===== src/hdl/fdc_pkg.sv =====
`default_nettype none

package fdc_pkg;

    // Frame type bytes
    localparam logic [7:0] TYPE_NORMAL_BYTE = 8'h53;
    localparam logic [7:0] TYPE_DEBUG_BYTE  = 8'h43;

    // Stored frame type
    localparam logic [1:0] FT_NORMAL  = 2'd0;
    localparam logic [1:0] FT_DEBUG   = 2'd1;
    localparam logic [1:0] FT_UNKNOWN = 2'd2;

    // Result kinds
    localparam logic KIND_PAYLOAD = 1'b0;
    localparam logic KIND_STATUS  = 1'b1;

    // Frame status codes
    localparam logic [2:0] ST_NORMAL  = 3'd0;
    localparam logic [2:0] ST_BAD_SUM = 3'd3;
    localparam logic [2:0] ST_TRUNC   = 3'd4;
    localparam logic [2:0] ST_BAD_LEN = 3'd5;

    typedef struct packed {
        logic [7:0] rx_byte;
        logic       end_of_transfer;
    } item_t;

    typedef struct packed {
        logic        result_kind;
        logic [7:0]  payload_byte;
        logic [7:0]  command_code;
        logic [2:0]  frame_status;
        logic [15:0] payload_count;
        logic        last_of_run;
    } result_t;

    // Results produced by one transaction: count is 0, 1 or 2
    typedef struct packed {
        logic [1:0] count;
        result_t    first;
        result_t    second;
    } push_t;

endpackage

`default_nettype wire


===== src/hdl/frame_deframer_checksum_core.sv =====
// Results are registered into the output queue as their bytes are accepted.
// Throughput: one byte per cycle while the three-entry queue holds at most one
// result; a byte that yields a payload plus a truncated status pushes both.
// Reset (rst_n low, asynchronous): parser expects a type byte, queue empty.
`default_nettype none

module frame_deframer_checksum_core
    import fdc_pkg::*;
(
    input  wire logic    clk,
    input  wire logic    rst_n,
    input  wire logic    item_valid,
    output logic         item_ready,
    input  wire item_t   item,
    output logic         result_valid,
    input  wire logic    result_ready,
    output result_t      result
);

    logic  accept;
    logic  space;
    push_t push;

    assign item_ready = space;
    assign accept     = item_valid && space;

    fdc_parser u_parser (
        .clk    (clk),
        .rst_n  (rst_n),
        .accept (accept),
        .item   (item),
        .push   (push)
    );

    fdc_out_queue u_queue (
        .clk          (clk),
        .rst_n        (rst_n),
        .push         (push),
        .space        (space),
        .result_valid (result_valid),
        .result_ready (result_ready),
        .result       (result)
    );

endmodule

`default_nettype wire


===== src/hdl/fdc_parser.sv =====
`default_nettype none

module fdc_parser
    import fdc_pkg::*;
(
    input  wire logic  clk,
    input  wire logic  rst_n,
    input  wire logic  accept,
    input  wire item_t item,
    output push_t      push
);

    typedef enum logic [2:0] {
        PH_TYPE,
        PH_LEN_LO,
        PH_LEN_HI,
        PH_CMD,
        PH_PAYLOAD,
        PH_CHECK,
        PH_DRAIN
    } phase_t;

    phase_t      phase_reg, phase_next;
    logic [15:0] length_reg, length_next;
    logic [15:0] remaining_reg, remaining_next;
    logic [7:0]  sum_reg, sum_next;
    logic [1:0]  ftype_reg, ftype_next;
    logic [7:0]  command_reg, command_next;

    logic [7:0]  b;
    logic [15:0] count_cur;
    logic [15:0] length_full;
    logic        status_done;
    logic [1:0]  n_main;
    logic        trunc;
    logic        count_known;
    logic        cmd_known;
    result_t     main_res;
    result_t     trunc_res;

    assign b           = item.rx_byte;
    assign count_cur   = length_reg - 16'd2;
    assign length_full = {b, length_reg[7:0]};

    // Parse one byte against the current phase
    always_comb
    begin
        phase_next     = phase_reg;
        length_next    = length_reg;
        remaining_next = remaining_reg;
        sum_next       = sum_reg;
        ftype_next     = ftype_reg;
        command_next   = command_reg;
        status_done    = 1'b0;
        n_main         = 2'd0;
        main_res       = '0;

        unique case (phase_reg)
            PH_TYPE:
            begin
                if (b == TYPE_NORMAL_BYTE)
                    ftype_next = FT_NORMAL;
                else if (b == TYPE_DEBUG_BYTE)
                    ftype_next = FT_DEBUG;
                else
                    ftype_next = FT_UNKNOWN;
                sum_next       = b;
                length_next    = '0;
                remaining_next = '0;
                command_next   = '0;
                phase_next     = PH_LEN_LO;
            end
            PH_LEN_LO:
            begin
                length_next = {8'd0, b};
                sum_next    = sum_reg + b;
                phase_next  = PH_LEN_HI;
            end
            PH_LEN_HI:
            begin
                length_next = length_full;
                sum_next    = sum_reg + b;
                if (length_full < 16'd2)
                begin
                    main_res.result_kind  = KIND_STATUS;
                    main_res.frame_status = ST_BAD_LEN;
                    main_res.last_of_run  = 1'b1;
                    n_main                = 2'd1;
                    status_done           = 1'b1;
                    phase_next            = PH_DRAIN;
                end
                else
                begin
                    phase_next = PH_CMD;
                end
            end
            PH_CMD:
            begin
                command_next   = b;
                sum_next       = sum_reg + b;
                remaining_next = count_cur;
                phase_next     = (count_cur != 16'd0) ? PH_PAYLOAD : PH_CHECK;
            end
            PH_PAYLOAD:
            begin
                main_res.result_kind   = KIND_PAYLOAD;
                main_res.payload_byte  = b;
                main_res.command_code  = command_reg;
                main_res.payload_count = count_cur;
                main_res.last_of_run   = 1'b1;
                n_main                 = 2'd1;
                sum_next               = sum_reg + b;
                remaining_next         = remaining_reg - 16'd1;
                if (remaining_next == 16'd0)
                    phase_next = PH_CHECK;
            end
            PH_CHECK:
            begin
                main_res.result_kind   = KIND_STATUS;
                main_res.command_code  = command_reg;
                main_res.frame_status  = (b == sum_reg) ? {1'b0, ftype_reg} : ST_BAD_SUM;
                main_res.payload_count = count_cur;
                main_res.last_of_run   = 1'b1;
                n_main                 = 2'd1;
                status_done            = 1'b1;
                phase_next             = PH_DRAIN;
            end
            default:
            begin
                phase_next = PH_DRAIN;
            end
        endcase

        // Close an unfinished frame at the end of the transfer
        trunc       = item.end_of_transfer && !status_done && (phase_next != PH_DRAIN);
        count_known = (phase_next == PH_CMD || phase_next == PH_PAYLOAD
                       || phase_next == PH_CHECK) && (length_next >= 16'd2);
        cmd_known   = (phase_next == PH_PAYLOAD || phase_next == PH_CHECK);

        trunc_res               = '0;
        trunc_res.result_kind   = KIND_STATUS;
        trunc_res.command_code  = cmd_known ? command_next : 8'd0;
        trunc_res.frame_status  = ST_TRUNC;
        trunc_res.payload_count = count_known ? (length_next - 16'd2) : 16'd0;
        trunc_res.last_of_run   = 1'b1;

        push = '0;
        if (accept)
        begin
            if (trunc && (n_main != 2'd0))
            begin
                push.first             = main_res;
                push.first.last_of_run = 1'b0;
                push.second            = trunc_res;
                push.count             = 2'd2;
            end
            else if (trunc)
            begin
                push.first = trunc_res;
                push.count = 2'd1;
            end
            else
            begin
                push.first = main_res;
                push.count = n_main;
            end
        end

        if (item.end_of_transfer)
            phase_next = PH_TYPE;
    end

    // Hold parser state, advance on each accepted transaction
    always_ff @(posedge clk or negedge rst_n)
    begin
        if (!rst_n)
        begin
            phase_reg     <= PH_TYPE;
            length_reg    <= '0;
            remaining_reg <= '0;
            sum_reg       <= '0;
            ftype_reg     <= FT_NORMAL;
            command_reg   <= '0;
        end
        else if (accept)
        begin
            phase_reg     <= phase_next;
            length_reg    <= length_next;
            remaining_reg <= remaining_next;
            sum_reg       <= sum_next;
            ftype_reg     <= ftype_next;
            command_reg   <= command_next;
        end
    end

`ifndef NO_ASSERTIONS
    a_eot_restarts: assert property (@(posedge clk) disable iff (!rst_n)
        (accept && item.end_of_transfer) |=> (phase_reg == PH_TYPE))
        else $error("parser did not return to type phase after transfer end");

    a_pair_shape: assert property (@(posedge clk) disable iff (!rst_n)
        (push.count == 2'd2) |-> (push.first.result_kind == KIND_PAYLOAD
            && !push.first.last_of_run && push.second.frame_status == ST_TRUNC))
        else $error("two results must be payload then truncated status");

    a_drain_silent: assert property (@(posedge clk) disable iff (!rst_n)
        (accept && phase_reg == PH_DRAIN) |-> (push.count == 2'd0))
        else $error("trailing byte produced a result");
`endif

endmodule

`default_nettype wire


===== src/hdl/fdc_out_queue.sv =====
`default_nettype none

module fdc_out_queue
    import fdc_pkg::*;
(
    input  wire logic    clk,
    input  wire logic    rst_n,
    input  wire push_t   push,
    output logic         space,
    output logic         result_valid,
    input  wire logic    result_ready,
    output result_t      result
);

    localparam int QDEPTH = 3;

    result_t    slot_reg [QDEPTH];
    logic [1:0] head_reg, head_next;
    logic [1:0] tail_reg, tail_next;
    logic [1:0] count_reg, count_next;
    logic [1:0] tail_plus1;
    logic       pop;

    function automatic logic [1:0] wrap_inc(input logic [1:0] p);
        return (p == 2'(QDEPTH - 1)) ? 2'd0 : p + 2'd1;
    endfunction

    assign pop          = result_valid && result_ready;
    assign result_valid = (count_reg != 2'd0);
    assign result       = slot_reg[head_reg];
    assign space        = (count_reg <= 2'd1);
    assign tail_plus1   = wrap_inc(tail_reg);

    // Advance pointers by pushes and pops
    always_comb
    begin
        head_next  = pop ? wrap_inc(head_reg) : head_reg;
        count_next = count_reg + push.count - {1'b0, pop};
        case (push.count)
            2'd1:    tail_next = tail_plus1;
            2'd2:    tail_next = wrap_inc(tail_plus1);
            default: tail_next = tail_reg;
        endcase
    end

    // Write up to two results per cycle
    always_ff @(posedge clk)
    begin
        if (push.count != 2'd0)
            slot_reg[tail_reg] <= push.first;
        if (push.count == 2'd2)
            slot_reg[tail_plus1] <= push.second;
    end

    always_ff @(posedge clk or negedge rst_n)
    begin
        if (!rst_n)
        begin
            head_reg  <= '0;
            tail_reg  <= '0;
            count_reg <= '0;
        end
        else
        begin
            head_reg  <= head_next;
            tail_reg  <= tail_next;
            count_reg <= count_next;
        end
    end

`ifndef NO_ASSERTIONS
    a_no_overflow: assert property (@(posedge clk) disable iff (!rst_n)
        (push.count != 2'd0) |-> (count_reg <= 2'd1))
        else $error("push into queue without room");

    a_status_queued: assert property (@(posedge clk) disable iff (!rst_n)
        (result_valid && !result.last_of_run) |-> (count_reg >= 2'd2))
        else $error("payload without its truncated status behind it");

    a_drains: assert property (@(posedge clk) disable iff (!rst_n)
        (pop && count_reg == 2'd1 && push.count == 2'd0) |=> !result_valid)
        else $error("queue still valid after last result taken");
`endif

endmodule

`default_nettype wire


===== config.mk =====
export PLATFORM = sky130hd
export DESIGN_NAME = frame_deframer_checksum_core
export DESIGN_NICKNAME = d
export VERILOG_FILES = /design/src/hdl/fdc_pkg.sv /design/src/hdl/frame_deframer_checksum_core.sv /design/src/hdl/fdc_parser.sv /design/src/hdl/fdc_out_queue.sv
export SDC_FILE = /design/constraint.sdc
export NUM_CORES = 1
export LEC_CHECK = 0
export BUFFER_PORTS_ARGS = -buffer_cell sky130_fd_sc_hd__buf_2
export CAP_MARGIN = 25
export CELL_PAD_IN_SITES_DETAIL_PLACEMENT = 1
export CELL_PAD_IN_SITES_GLOBAL_PLACEMENT = 1
export CORE_ASPECT_RATIO = 1.25
export CORE_MARGIN = 2
export CORE_UTILIZATION = 42
export DETAILED_ROUTE_END_ITERATION = 12
export HOLD_SLACK_MARGIN = 0.08
export PLACE_DENSITY_LB_ADDON = 0.1
export RECOVER_POWER = 100
export SYNTH_ARGS = -nofsm -noshare
export SYNTH_HDL_FRONTEND = slang
export SYNTH_SLANG_ARGS = --single-unit
export TNS_END_PERCENT = 1

===== constraint.sdc =====
create_clock -name clk -period 4.4 [get_ports clk]
set_input_delay 0.88 -clock clk [delete_from_list [all_inputs] [get_ports clk]]
set_output_delay 0.88 -clock clk [all_outputs]
set_load 0.02 [all_outputs]

==> results by group <==
Die
  • Core Area: ~23000 um2
  • Chip height: 174.5 um
  • Die area: ~24000 um2
  • Std cell rows: 62
  • Boundary Pins: 52
  • Starting Density: 0.4266
  • Die X: between 100 and 150 um

Routing
  • DR WL/cell: roughly 22 um
  • # DRC: 0
  • Vias per cell: between 6 and 7
  • DRT antenna net count: 0
  • Vias: 8331
  • Starting DRT DRC Count: about 600
  • WL final: roughly 30000 um
  • DRT Pass-1 Iters: 5

STA
  • Final Hold Viols: 0
  • Max-slew headroom: -0.1801
  • Final Skew: 9.846 ps
  • Final setup fails: 0
  • Worst slew pin tran: 1770 ps
  • Worst Slack Setup Final: between 400 and 500 ps
  • Post-layout min period: 3989 ps
  • Setup TNS: 0 ps
  • Fmax: ~250 MHz
  • Max-slew violation count: 30
  • Fin crit share: 0.9065
  • Unrepaired setup endpoints after global routing: no

Layout
  • Final Non-Filler Cells: about 1400
  • Area grow syn2layout: 11.66%
  • Max reg flops: about 110
  • Nets: around 1100
  • Share of layout cells above drive strength 1: 0.09936
  • Inserted Diodes: 0
  • Finished Core Util: 0.4764

Setup path
  • Slowest cell on crit path: or4_1
  • CP arrival: ~4100 ps
  • R2r startpoint: u_parser.length_reg[2]
  • Max FO, Critical Path: 27
  • Most frequent CP cell: nand2_1
  • Max incr delay on CP: roughly 700 ps
  • Crit path kind: flop to flop
  • CP endpoint: u_queue.slot_reg[1][8]
  • FF-to-FF End: u_queue.slot_reg[1][8]
  • Reg2reg setup slack: 410 ps
  • Worst R2R Path Depth: 13
  • Setup crit start kind: flop
  • CP Data Required Time: 4480 ps
  • Worst path cell trace: or4_1 > nor4_4 > clkbuf_1 > nand2_1 > nand2_1 > ha_1 > nand2_1 > ha_1 > nor3b_1 > buf_4 > a21oi_1 > inv_1 > clkbuf_4
  • Critical Path Start: u_parser.length_reg[2]
  • Critical Path Sink Type: flop

Global route
  • First-pass GRT wire length: about 50000 um
  • Total grt overflow: 0
  • Largest net degree at the start of global routing: between 50 and 60
  • Initial antenna violation count: 0
  • Gr usage total: 0.2556
  • Vias in the first global route: roughly 8600

Synthesis
  • Sequential share of the synthesized area: 0.4619
  • Number of synthesis warnings: 0
  • Synth area leader: edfxtp_1
  • Top FF cell, synth: edfxtp_1
  • Syn_nets: between 1000 and 1500
  • Number of synthesized flops with an enable pin: 81
  • Cell area after synthesis: approximately 9800 um2
  • Post-synth top cells: nand2_1, o21ai_0, edfxtp_1
  • Cells after synthesis: 1031
  • Netlist cell types: 78
  • Top-area cell type share of the netlist area: 0.2491
  • Count leader, synth: nand2_1
  • Synth area leaders: edfxtp_1, dfrtp_1, dfxtp_1, nand2_1, o21ai_0
  • Post-synthesis register bit count: between 150 and 200
  • Syn_area_per_cell: 9.470 um2
  • Ys async rst share: 0.3471

Clock network
  • Cts bufs inserted: 17
  • Clock Tree Buf Depth: 2
  • Worst-skew pair later-pin latency: roughly 440 ps
  • Root buffer cell: clkbuf_16
  • Clock Pin Slew Worst Setup and Hold Paths: around 60 ps
  • Resize count post-CTS: 0
  • Sink Count: 170
  • H-tree depth: 4
  • CTS tree: done
  • Number of setup buffers added after CTS: 0
  • Hold-fix buffer count after cts: 0

Power
  • Sw Ratio: 0.4600
  • Static Leak: 3.995 nW
  • Net Switching: roughly 0.0036 W
  • Gate power share: 0.490
  • Pwr Density: just over 700 nW/um2
  • Power Internal: about 0.0043 W
  • Clk pwr share: 0.193
  • Worst vdd rail ir drop: between 300 and 400 uV
  • Flop pwr share: 0.317

Hold path
  • Worst hold path type: flop to flop

Status
  • Status: finished with violations
  • Failing checks: capacitance limit, slew limit

Placement
  • Final Wtd Congestion: just under 0.9
  • Cell count after placement: 1343
  • HPWL after DPL: approximately 22000 um
  • Setup Slack @ Placement: around 100 ps
  • Number of port buffers: 51

Job
  • Max Cap Violations: 1
power groups by stage:
stage / combinational [W] / sequential (W) / clock, W
detailed placement: 0.00391 / 0.00252 / 0
global route: 0.00428 / 0.00256 / 0.00161
global placement: 0.00385 / 0.00251 / 0
floorplan: 0.00299 / 0.00224 / 0
finish: 0.00386 / 0.00249 / 0.00152
CTS: 0.00393 / 0.00249 / 0.00155
placed cells by master, fill, tap and decap left out, types with 9 or more instances in the layout:
| cell type | n |
|---|---|
| xor2_1 | 18 |
| a31oi_1 | 10 |
| clkbuf_16 | 17 |
| o21a_1 | 10 |
| a22o_1 | 40 |
| nand2_1 | 125 |
| a21oi_1 | 44 |
| ha_1 | 16 |
| and3_1 | 13 |
| nand3_1 | 14 |
| dfrtp_1 | 59 |
| nor4_1 | 17 |
| mux2i_1 | 40 |
| dfxtp_1 | 30 |
| nor2_1 | 65 |
| a22oi_1 | 10 |
| buf_2 | 12 |
| buf_4 | 33 |
| xnor2_1 | 19 |
| o22ai_1 | 72 |
| nand2b_1 | 10 |
| or3_1 | 9 |
| edfxtp_1 | 81 |
| clkbuf_1 | 55 |
| nor3_1 | 13 |
| inv_1 | 31 |
| o21ai_0 | 94 |
worst max-delay path: cells and delay by family (launching register included):
family | cells | cell delay (ps)
AND/OR/NAND/NOR | 6 | 1710
buffers and inverters | 4 | 940
adder cells (fa/ha/maj) | 2 | 460
flip-flops | 1 | 440
AO/OA/AOI/OAI | 1 | 50
through the flow:
stage | hold WS [ps] | total power [W] | cell area [um2]
floorplan | 424.4 | 0.005229 | 9802
finish | 479.5 | 0.007879 | 10900
CTS | 471.1 | 0.007970 | 11050
detailed placement | 456.5 | 0.006429 | 10470
global placement | 441.7 | 0.006359 | 10470
global route | 490.3 | 0.008446 | 10900
worst min-delay path by stage:
stage                            start                      end  slack [ps]  cells after the start
2_1_floorplan  u_queue.slot_reg[0][17]  u_queue.slot_reg[0][17]         420                      2
3_3_place_gp   u_queue.slot_reg[0][17]  u_queue.slot_reg[0][17]         440                      2
3_5_place_dp   u_queue.slot_reg[0][17]  u_queue.slot_reg[0][17]         460                      2
4_1_cts        u_queue.slot_reg[0][17]  u_queue.slot_reg[0][17]         470                      2
5_1_grt        u_queue.slot_reg[0][17]  u_queue.slot_reg[0][17]         490                      2
6_report       u_queue.slot_reg[0][17]  u_queue.slot_reg[0][17]         480                      2
metal layers:
layer | part of all wire | GRT usage
met1 | 0.45 | 0.3369
met3 | 0.030 | 0.03664
met5 | 0 | 0
met4 | 0.019 | 0.08502
met2 | 0.50 | 0.4328
logic make-up (layout without fill, tap and decap cells):
kind of cell | count (synthesis) | count (layout) | synth area share
AOI/OAI and AO/OA | 338 | 338 | 0.2327
xor gates and xnor gates | 37 | 37 | 0.03319
adders and majority gates | 17 | 17 | 0.02256
buffers and inverters | 110 | 166 | 0.04870
DFF | 170 | 170 | 0.4619
muxes | 42 | 42 | 0.04332
and+or+nand+nor | 317 | 317 | 0.1576
cell type report:
cell class	instances	area, um2
inverters	32	123.9
fillers	2679	11980
clock inverters	12	148.9
clock buffers	19	432.9
flip-flops and latches	170	4509
well taps	288	360.3
repair buffers	103	549.3
multi-input cells	751	4777
Power figures use the tool's default switching activity.
